[src/hdl/segi_pkg.sv]
// Shared types and constants for the segment intersection block.
// No dependencies.
`default_nettype none
package segi_pkg;

  localparam int COORD_BITS = 16;
  localparam int FRAC_BITS  = 16;
  localparam int DIST_BITS  = 21;
  localparam int LEN_SHIFT  = 28;
  localparam int DIFF_W     = COORD_BITS + 1;
  localparam int PROD_W     = 2 * DIFF_W;
  localparam int CROSS_W    = PROD_W + 1;
  localparam int MAG_W      = PROD_W;
  localparam int L2_W       = 2 * DIFF_W;
  localparam int ROOT_W     = (L2_W + LEN_SHIFT) / 2;
  localparam int DSH        = 14 + FRAC_BITS;
  localparam int LATENCY    = 4 + ROOT_W + 2;

  typedef enum logic [1:0] {
    OC_HIT      = 2'd0,
    OC_PARALLEL = 2'd1,
    OC_MISS     = 2'd2
  } outcome_e;

  typedef struct packed {
    logic signed [COORD_BITS-1:0] ax;
    logic signed [COORD_BITS-1:0] ay;
    logic signed [COORD_BITS-1:0] bx;
    logic signed [COORD_BITS-1:0] by;
    logic signed [COORD_BITS-1:0] cx;
    logic signed [COORD_BITS-1:0] cy;
    logic signed [COORD_BITS-1:0] dx;
    logic signed [COORD_BITS-1:0] dy;
  } seg_in_t;

  typedef struct packed {
    outcome_e                     outcome;
    logic [DIST_BITS-1:0]         distance;
    logic signed [COORD_BITS-1:0] point_x;
    logic signed [COORD_BITS-1:0] point_y;
  } seg_out_t;

endpackage
`default_nettype wire

[src/hdl/segi_isqrt.sv]
// Pipelined integer square root of l2 * 2^LEN_SHIFT, one root bit per stage.
// Depends on segi_pkg.
`default_nettype none
module segi_isqrt import segi_pkg::*; (
  input  wire logic            clk_i,
  input  wire logic [L2_W-1:0] l2_i,
  output logic [ROOT_W-1:0]    root_o
);

  localparam int RAD_W = 2 * ROOT_W;
  localparam int REM_W = ROOT_W + 2;

  logic [RAD_W-1:0]  rad_q  [ROOT_W];
  logic [REM_W-1:0]  rem_q  [ROOT_W];
  logic [ROOT_W-1:0] root_q [ROOT_W];

  for (genvar k = 0; k < ROOT_W; k++) begin : g_stage
    logic [RAD_W-1:0]  rad_in;
    logic [REM_W-1:0]  rem_in;
    logic [ROOT_W-1:0] root_in;
    logic [REM_W+1:0]  cur;
    logic [REM_W+1:0]  trial;
    logic              ge;

    if (k == 0) begin : g_first
      assign rad_in  = RAD_W'({l2_i, LEN_SHIFT'(0)});
      assign rem_in  = '0;
      assign root_in = '0;
    end else begin : g_next
      assign rad_in  = rad_q[k-1];
      assign rem_in  = rem_q[k-1];
      assign root_in = root_q[k-1];
    end

    assign cur   = {rem_in, rad_in[RAD_W-1 -: 2]};
    assign trial = (REM_W+2)'({root_in, 2'b01});
    assign ge    = cur >= trial;

    always_ff @(posedge clk_i) begin
      rad_q[k]  <= {rad_in[RAD_W-3:0], 2'b00};
      rem_q[k]  <= ge ? REM_W'(cur - trial) : cur[REM_W-1:0];
      root_q[k] <= {root_in[ROOT_W-2:0], ge};
    end
  end

  assign root_o = root_q[ROOT_W-1];

endmodule
`default_nettype wire

[config.mk]
export PLATFORM = sky130hd
export DESIGN_NAME = segi_isqrt
export DESIGN_NICKNAME = d
export VERILOG_FILES = /design/src/hdl/segi_pkg.sv /design/src/hdl/segi_isqrt.sv
export SDC_FILE = /design/constraint.sdc
export NUM_CORES = 2
export LEC_CHECK = 0
export BUFFER_PORTS_ARGS = -buffer_cell sky130_fd_sc_hd__buf_2
export CORE_MARGIN = 5
export CORE_UTILIZATION = 60
export CTS_BUF_LIST = sky130_fd_sc_hd__clkbuf_2 sky130_fd_sc_hd__clkbuf_4 sky130_fd_sc_hd__clkbuf_8
export CTS_CLUSTER_DIAMETER = 150
export DETAILED_ROUTE_END_ITERATION = 12
export GPL_ROUTABILITY_DRIVEN = 0
export PLACE_DENSITY_LB_ADDON = 0.3
export SYNTH_ARGS = -nofsm -noshare
export SYNTH_HDL_FRONTEND = slang
export SYNTH_SLANG_ARGS = --single-unit
[constraint.sdc]
create_clock -name clk_i -period 4.55 [get_ports clk_i]
set_clock_uncertainty 0.1 [all_clocks]
set_input_delay 0.455 -clock clk_i [delete_from_list [all_inputs] [get_ports clk_i]]
set_output_delay 0.455 -clock clk_i [all_outputs]
set_load 0.01 [all_outputs]
==> flow_summary_export.csv <==
group,metric,value,unit
global_route,grt_usage,0.2437,
place,placed_area,73070,sq um
final_layout,drive_gt1_frac,0.09996,
synth,ys_seq_area_frac,0.4787,
timing,worst_slew_pin_slew,1.231,ns
timing,fin_setup_tns,0,ns
route,drc_errors,0,
timing,layout_min_cycle_time,3.925,ns
flow_run,maxCapViolCount,0,
synth,synth-main-ff-cell,"dfxtp_1",
die,initial_core_util,0.6027,
synth,synth_top_cell_area_share,0.4787,
critical_path,cp-startpoint,"rem_q[0][119]",
min_path,hp-class,"in2reg",
route,drt_iter0_drc,3808,
synth,synth-edff-count,0,
status,outcome,"complete, no violations",
die,pin_count,66,
clock_network,clkSlewWorstSetupHoldPaths,0.07,ns
power,cellLeakagePower,38.24,nW
global_route,grt_pass1_vias,51487,
power,power_density,519.2,nW/um^2
route,drtAntennaViolNets,0,
final_layout,fin_util,0.6751,
synth,ys.warnings.count,0,
critical_path,cp.required,5.26,ns
synth,ys_top_cells_by_count,"dfxtp_1 (1697), inv_1 (608), nor2_1 (514)",
clock_network,tritoncts,"yes",
synth,synthTopCellsByArea,"dfxtp_1 (48%), ha_1 (8.8%), xor2_1 (4.9%)",
synth,yosysMostFrequentCell,"dfxtp_1",
global_route,overflow,0,
timing,slew_headroom,0.1745,
critical_path,crit_path_cell_trace,"or4_4, or3_4, or3_4, or4b_1, nor4_1, or4b_1, nand3b_2, nor3_1, xor2_1",
critical_path,path_buf_inv,0,
timing,max_freq,254.8,MHz
route,vias_per_cell,5.553,
clock_network,htreeDepth,5,
critical_path,start_kind,"flop",
synth,postSynthAreaPerCell,9.643,sq um
route,first_pass_iters,5,
critical_path,crit_fanout,14,
die,fp.dieW,353.9,microns
clock_network,numCtsBuffers,284,
synth,synth_area,70970,sq um
clock_network,cts.repair.resized,0,
die,die-area,125300,sq um
global_route,grt_max_degree,45,
critical_path,reg2reg_from,"rem_q[0][119]",
global_route,grt_first_pass_wirelength,254500,microns
global_route,grt_antenna_before_repair,8,
clock_network,clockBufferDepth,4,
die,rows,126,
route,wire_per_inst,16.60,microns
synth,ys_seq_elements,1697,
clock_network,clock_sinks,1697,
timing,slew_violations,0,
clock_network,clock_latency,0.97,ns
power,vdd_drop_max,0.3714,mV
synth,synth.distinct_cells,91,
final_layout,area_growth,12.03,%
synth,syn_nets,7909,
min_path,min_from,"l2_i[4]",
critical_path,slowest_delay,0.75,ns
critical_path,critPathTopFamily,"simple AND/OR/NAND/NOR gates",
die,core,117800,sq um
timing,min_period_over_period,0.8626,
critical_path,cp-end-kind,"flop",
synth,synth_top_cell_by_area,"dfxtp_1",
critical_path,cp_slowest_cell,"or4b_1",
die,die_h,353.9,microns
timing,hold_viol_final,0,
final_layout,nets,8219,
final_layout,fin_area,79510,sq um
critical_path,worst_ep_arrival_time,4.64,ns
place,port_buffers,65,
timing,rsz0062_at_grt,"no",
route,drt_wl_total,156000,microns
clock_network,cts-hold-fix-buffers,58,
place,hpwlAfterDp,115200,microns
critical_path,r2r_slack,0.62,ns
synth,async_flop_share,0,
clock_network,cts_root_buf,"clkbuf_8",
route,vias,52169,
clock_network,cts_setup_buffers,0,
synth,syn_inst,7360,
timing,setup_viol,0,
critical_path,crit_type,"reg2reg",
power,fin_total_pwr,41.28,mW
==> layout by cell type (no fill, tap or decap), drive strengths merged, types with 94 or more instances in the layout <==
cell type	count
dfxtp	1697
inv	613
nor2	514
ha	501
a21oi	470
nand2	457
clkbuf	406
xor2	400
o21ai	383
xnor2	359
a21o	197
nor3	188
mux2	127
nor4	114
nand3	110
buf	100
o21a	94
==> through the flow <==
| step | worst slack (ns) | hold WS, ns | cells |
|---|---|---|---|
| floorplan | 1.018 | 0.2096 | 7360 |
| global placement | 0.7132 | 0.2096 | 8862 |
| detailed placement | 0.6491 | 0.2121 | 8862 |
| CTS | 0.5834 | 0.009874 | 9389 |
| global route | 0.3242 | 0.03623 | 9393 |
| finish | 0.6249 | 0.08760 | 9395 |
==> worst paths after layout <==
path / depth (start not counted) / to
worst max register to register: 9 / rem_q[1][12]
worst max-delay path: 9 / rem_q[1][12]
worst min register to register: 0 / rad_q[0][232]
worst min-delay path: 2 / rad_q[0][32]
==> report_power, final <==
group	switching (mW)	internal, mW
combinational	3.98	3.56
sequential	2.34	17.6
clock	5.80	7.97
==> routing by layer <==
layer | vias up | wire length [microns] | track usage
li1 | 26028 | - | -
met1 | 24224 | 70610 | 0.3181
met2 | 1506 | 71640 | 0.4062
met3 | 409 | 7948 | 0.03838
met4 | 2 | 5784 | 0.09858
met5 | - | 12 | 0
==> sequential cells by signal, indices dropped and copies added (netlist names) <==
name / cells
root_q: 496
rad_q: 272
rem_q: 929
==> cell type report <==
class	instances	area, sq um
multi-input combinational	4917	34240
tap	1536	1922
sequential	1697	33970
timing repair buffer	158	1219
clock buffer	406	5213
fill	8939	38260
antenna	6	15.01
inverter	612	2297
clock inverter	63	634.4
==> cell families (layout without fill, tap and decap cells) <==
kind of cell / Yosys count / in the layout / share of synthesized area
fa+ha+maj: 514 / 514 / 0.09199
buf+inv: 746 / 1239 / 0.03982
other cells: 1 / 7 / 0.00005284
mux: 135 / 135 / 0.02128
flops: 1697 / 1697 / 0.4787
simple gates: 1962 / 1962 / 0.1379
xor+xnor: 759 / 759 / 0.09367
compound gates: 1546 / 1546 / 0.1366
No activity file was read; power rests on OpenSTA's default activity.
