`src/hdl/segi_pkg.sv`:
```
// Shared types and constants for the segment intersection block.
// No dependencies.
`default_nettype none
package segi_pkg;

  localparam int COORD_BITS = 16;
  localparam int FRAC_BITS  = 16;
  localparam int DIST_BITS  = 21;
  localparam int LEN_SHIFT  = 28;
  localparam int DIFF_W     = COORD_BITS + 1;
  localparam int PROD_W     = 2 * DIFF_W;
  localparam int CROSS_W    = PROD_W + 1;
  localparam int MAG_W      = PROD_W;
  localparam int L2_W       = 2 * DIFF_W;
  localparam int ROOT_W     = (L2_W + LEN_SHIFT) / 2;
  localparam int DSH        = 14 + FRAC_BITS;
  localparam int LATENCY    = 4 + ROOT_W + 2;

  typedef enum logic [1:0] {
    OC_HIT      = 2'd0,
    OC_PARALLEL = 2'd1,
    OC_MISS     = 2'd2
  } outcome_e;

  typedef struct packed {
    logic signed [COORD_BITS-1:0] ax;
    logic signed [COORD_BITS-1:0] ay;
    logic signed [COORD_BITS-1:0] bx;
    logic signed [COORD_BITS-1:0] by;
    logic signed [COORD_BITS-1:0] cx;
    logic signed [COORD_BITS-1:0] cy;
    logic signed [COORD_BITS-1:0] dx;
    logic signed [COORD_BITS-1:0] dy;
  } seg_in_t;

  typedef struct packed {
    outcome_e                     outcome;
    logic [DIST_BITS-1:0]         distance;
    logic signed [COORD_BITS-1:0] point_x;
    logic signed [COORD_BITS-1:0] point_y;
  } seg_out_t;

endpackage
`default_nettype wire

```
`src/hdl/segi_div.sv`:
```
// Pipelined restoring divider: one quotient bit per stage, FRAC_BITS stages.
// Requires num < den; depends on segi_pkg.
`default_nettype none
module segi_div import segi_pkg::*; (
  input  wire logic             clk_i,
  input  wire logic [MAG_W-1:0] num_i,
  input  wire logic [MAG_W-1:0] den_i,
  output logic [FRAC_BITS-1:0]  quo_o
);

  logic [MAG_W-1:0]     rem_q [FRAC_BITS];
  logic [MAG_W-1:0]     den_q [FRAC_BITS];
  logic [FRAC_BITS-1:0] quo_q [FRAC_BITS];

  for (genvar k = 0; k < FRAC_BITS; k++) begin : g_stage
    logic [MAG_W-1:0]     rem_in;
    logic [MAG_W-1:0]     den_in;
    logic [FRAC_BITS-1:0] quo_in;
    logic [MAG_W:0]       shl;
    logic                 ge;

    if (k == 0) begin : g_first
      assign rem_in = num_i;
      assign den_in = den_i;
      assign quo_in = '0;
    end else begin : g_next
      assign rem_in = rem_q[k-1];
      assign den_in = den_q[k-1];
      assign quo_in = quo_q[k-1];
    end

    assign shl = {rem_in, 1'b0};
    assign ge  = shl >= {1'b0, den_in};

    always_ff @(posedge clk_i) begin
      rem_q[k] <= ge ? MAG_W'(shl - {1'b0, den_in}) : shl[MAG_W-1:0];
      den_q[k] <= den_in;
      quo_q[k] <= {quo_in[FRAC_BITS-2:0], ge};
    end
  end

  assign quo_o = quo_q[FRAC_BITS-1];

endmodule
`default_nettype wire

```
`config.mk`:
```
export PLATFORM = sky130hd
export DESIGN_NAME = segi_div
export DESIGN_NICKNAME = d
export VERILOG_FILES = /design/src/hdl/segi_pkg.sv /design/src/hdl/segi_div.sv
export SDC_FILE = /design/constraint.sdc
export NUM_CORES = 2
export LEC_CHECK = 0
export BUFFER_PORTS_ARGS = -buffer_cell sky130_fd_sc_hd__clkbuf_2
export CORE_MARGIN = 10
export CORE_UTILIZATION = 30
export CTS_CLUSTER_DIAMETER = 80
export DETAILED_ROUTE_END_ITERATION = 12
export GPL_TIMING_DRIVEN = 0
export PLACE_DENSITY = 0.4
export SKIP_CTS_REPAIR_TIMING = 1
export SYNTH_ARGS = -nofsm -noshare
export SYNTH_HDL_FRONTEND = slang
export SYNTH_SLANG_ARGS = --single-unit
```
`constraint.sdc`:
```
create_clock -name clk_i -period 4.5 [get_ports clk_i]
set_clock_uncertainty 0.1 [all_clocks]
set_input_delay 0.675 -clock clk_i [delete_from_list [all_inputs] [get_ports clk_i]]
set_output_delay 0.675 -clock clk_i [all_outputs]
set_load 0.02 [all_outputs]
```
==> results.txt <==
Summed over all nets, the half-perimeter wirelength after detailed placement is 134 mm. The worst IR drop on VDD is 0.448 mV. The utilization after layout came out at 34.8%.

The static leakage is 31.1 nW. The first detailed-routing pass ran for 5 iterations. The number of pins exceeding their max-slew limit in the final report came to 0.

The pin count of the biggest net entering global routing is 17. For this design the ratio of total power to cell area is 841 mW/mm2. The vertical die dimension is 460 um.

The first-iteration detailed-routing DRC count is 1535. In the final layout, flip-flops and latches occupy 0.0231 mm2. The number of buffers on the longest clock path came out at 3. The required time at the worst-slack endpoint came out at 5.02 ns. In this run the worst path has a maximum fanout of 10. The arrival time at the worst endpoint is 4.93 ns. The average cell area after synthesis is 9.36 um2.

The clock latency at the later pin of the worst-skew pair came out at 0.79 ns. The final worst-path setup slack came out at 0.0887 ns. Across every metal layer, demand over resource in global routing totals 15.1%. The horizontal extent of the die came out at 460 um. The final routed DRC violation total is 0. The via count of the first global-routing pass is 45800. In the final layout, the share of cells above drive strength 1 is 12.1%. The hold path startpoint is num_i[3]. The internal power contribution is 34.1 mW. The number of port buffers came out at 84. Ranked by total cell area, the synthesized netlist is headed by sky130_fd_sc_hd__dfxtp_1, sky130_fd_sc_hd__ha_1, sky130_fd_sc_hd__mux2_2. The net switching power figure came out at 22.3 mW.

The setup violation total in the final timing report is 0. The area of the die came out at 0.211 mm2. Combinational cells account for 51.7% of the total power. The area of combinational cells with multiple inputs is 0.0316 mm2.

The summed area of non-filler cells in the final layout is 0.0670 mm2. The number of sinks driven by the clock tree came out at 1156. The total power consumption of the routed design is 56.3 mW.

Subtracting the final worst setup slack from the clock period gives 4.41 ns. The routed layout has 43100 vias. The final layout contains 7094 nets. The post-synthesis net count came out at 6820. The initial core utilization is 30.1%. The placed standard-cell area came out at 0.0616 mm2. The final number of hold-violating endpoints came out at 0.

The global-route congestion overflow total came out at 0. CTS built an H-tree with a depth of 4. At the placement stage, the worst setup path has a slack of -1.03 ns. The number of diodes came out at 0. The final standard cell count with taps included and fillers excluded is 9111. The most frequently used cell type in the post-synthesis netlist is sky130_fd_sc_hd__dfxtp_1. The initial antenna violation count was 0. The final-layout worst hold slack came out at 0.0232 ns. The worst setup path is captured at a flop. For this run, the top clock speed supported by timing is 227 MHz. The sequential share of power is 27.5%. The total of warnings raised by yosys came out at 0. Of the synthesized area, sequential elements account for 39.9%.

The min-delay analysis places its worst path in the category in2reg. The routability congestion estimate came out at 0.898. The primary flip-flop cell chosen by synthesis mapping is sky130_fd_sc_hd__dfxtp_1.

The root buffer cell chosen for the clock tree is sky130_fd_sc_hd__clkbuf_16. In this run, distinct cell masters in the synthesized netlist total 101. The wire length per cell is 17.8 um. STA classifies the critical path startpoint as a flop. In this run the critical register-to-register path is launched from den_q[0][208]. After detailed placement, the design holds a cell count of 8803. The area growth from synthesis to final layout came out at 15.5%. The tool flagged a number of max-cap violations equal to 0. The proportion of total power due to net switching came out at 39.5%. The total detailed-routing wirelength came out at 163 mm. The final cycle utilization of the critical path is 98.0%. The cell count after synthesis is 6193. The total CTS buffers came out at 144. The flow ran to the end, and the final reports show no timing, DRC or antenna violations. The filler cell count in the final layout came out at 19700.

The number of synthesized flops with an enable pin is 0. The tightest slew margin relative to the limit is 16.8%. TritonCTS built the clock tree. The number of vias per cell after detailed routing came out at 4.73. 85 I/O pins were placed. After synthesis, the most frequently instantiated cells are sky130_fd_sc_hd__dfxtp_1, sky130_fd_sc_hd__inv_1, sky130_fd_sc_hd__ha_1. After clock tree synthesis, the clock-pin slew on the worst setup and hold paths is 0.06 ns. The final setup TNS came out at 0 ns. The synthesized design devotes to its leading area cell type 39.9% of total area.

After synthesis, the share of flip-flops with an asynchronous set or reset is 0%. Once detail routing completed, the nets flagged for antenna violations numbered 0. The first-pass GRT wire length is 251 mm. The mapped cell area came out at 0.0580 mm2. The post-synthesis register bit count is 1156.

The most critical setup path has its startpoint at den_q[0][208]. The portion of total power attributed to the clock network is 20.8%. For the pin with the worst max-slew slack, the measured transition is 1.24 ns. The start-to-end type of the worst setup path is reg2reg. The core region is 0.192 mm2. Setup repair after global routing left no endpoint under its margin. The largest total area in the synthesized netlist belongs to sky130_fd_sc_hd__dfxtp_1. The number of placement rows came out at 161.
==> routing by layer <==
layer	track usage (%)	vias up	wire length [um]	part of all wire (%)
li1	-	22100	-	-
met1	13.4	19800	56300	35
met2	30.4	696	89100	55
met3	2.24	447	4140	2.5
met4	10.8	0	13000	8.0
met5	0	-	0	0
==> power groups by stage <==
stage | registers (mW) | clock network (mW) | logic (mW)
finish | 15.5 | 11.7 | 29.1
global route | 15.8 | 12.6 | 32.3
global placement | 15.7 | 0 | 29.3
detailed placement | 15.7 | 0 | 29.1
CTS | 15.5 | 12.2 | 29.4
floorplan | 15.0 | 0 | 22.2
==> flip-flops by register name (all words and copies together), names as in the netlist <==
signal  cells
den_q     510
rem_q     510
quo_q     136
==> cells in the final DEF, fill, tap and decap left out, types with 15 or more instances in the layout <==
master and n:
sky130_fd_sc_hd__nor2_1 260, sky130_fd_sc_hd__xnor2_1 273, sky130_fd_sc_hd__and2_1 35, sky130_fd_sc_hd__clkbuf_16 146, sky130_fd_sc_hd__xor2_1 178, sky130_fd_sc_hd__dfxtp_1 1156
sky130_fd_sc_hd__fa_1 15, sky130_fd_sc_hd__mux2_4 55, sky130_fd_sc_hd__o21a_1 60, sky130_fd_sc_hd__o211ai_1 23, sky130_fd_sc_hd__ha_1 543, sky130_fd_sc_hd__clkbuf_1 116
sky130_fd_sc_hd__o21ai_0 331, sky130_fd_sc_hd__nand3_1 102, sky130_fd_sc_hd__a21oi_1 523, sky130_fd_sc_hd__buf_2 23, sky130_fd_sc_hd__clkbuf_8 37, sky130_fd_sc_hd__clkinv_2 29
sky130_fd_sc_hd__and4_1 16, sky130_fd_sc_hd__clkbuf_2 88, sky130_fd_sc_hd__nand2b_1 56, sky130_fd_sc_hd__o21ai_1 16, sky130_fd_sc_hd__a21o_1 309, sky130_fd_sc_hd__nor3_1 61
sky130_fd_sc_hd__nor4_1 18, sky130_fd_sc_hd__mux2_2 266, sky130_fd_sc_hd__nand4_1 96, sky130_fd_sc_hd__and3_1 58, sky130_fd_sc_hd__nand2_1 389, sky130_fd_sc_hd__nor2b_1 72
sky130_fd_sc_hd__o31ai_1 25, sky130_fd_sc_hd__dlygate4sd3_1 42, sky130_fd_sc_hd__or2_2 19, sky130_fd_sc_hd__o21bai_1 69, sky130_fd_sc_hd__a211oi_1 30, sky130_fd_sc_hd__inv_1 665
sky130_fd_sc_hd__a31oi_1 51, sky130_fd_sc_hd__buf_6 15, sky130_fd_sc_hd__buf_4 15
==> worst max-delay path: stages (launching register included) <==
cell                       delay, ns
sky130_fd_sc_hd__dfxtp_1        0.36
sky130_fd_sc_hd__inv_1          0.05
sky130_fd_sc_hd__ha_1           0.36
sky130_fd_sc_hd__nand2_1        0.19
sky130_fd_sc_hd__a211oi_1       0.38
sky130_fd_sc_hd__o22a_1         0.29
sky130_fd_sc_hd__a31o_2         0.27
sky130_fd_sc_hd__a221oi_2       0.13
sky130_fd_sc_hd__a21oi_1        0.47
sky130_fd_sc_hd__a41oi_2        0.18
sky130_fd_sc_hd__o211ai_1       0.39
sky130_fd_sc_hd__buf_2          0.44
sky130_fd_sc_hd__buf_2          0.44
sky130_fd_sc_hd__a21oi_1        0.18
==> kinds of logic (layout without fill, tap and decap cells) <==
logic type / after synthesis / count (layout) / share of synthesized area (%)
compound gates: 1634 / 1634 / 18.1
xor+xnor: 451 / 451 / 6.81
fa+ha+maj: 558 / 558 / 12.2
buf+inv: 820 / 1212 / 5.65
flops: 1156 / 1156 / 39.9
mux: 331 / 331 / 6.77
simple gates: 1243 / 1243 / 10.5
==> final timing paths <==
path / slack, ns / endpoint / depth (start not counted)
worst min-delay path: 0.02 / rem_q[0][4] / 3
worst min register to register: 0.21 / quo_q[8][4] / 0
worst max-delay path: 0.09 / rem_q[0][265] / 13
worst max register to register: 0.09 / rem_q[0][265] / 13
==> final cells by class <==
class	instances	share of cell area [%]
clock buffers	205	6.34
repair buffers	128	1.30
well taps	2526	4.72
plain buffers	155	1.18
inverters	665	3.73
clock inverters	59	0.975
flip-flops and latches	1156	34.6
multi-input cells	4217	47.2
No activity file was read; power rests on OpenSTA's default activity.
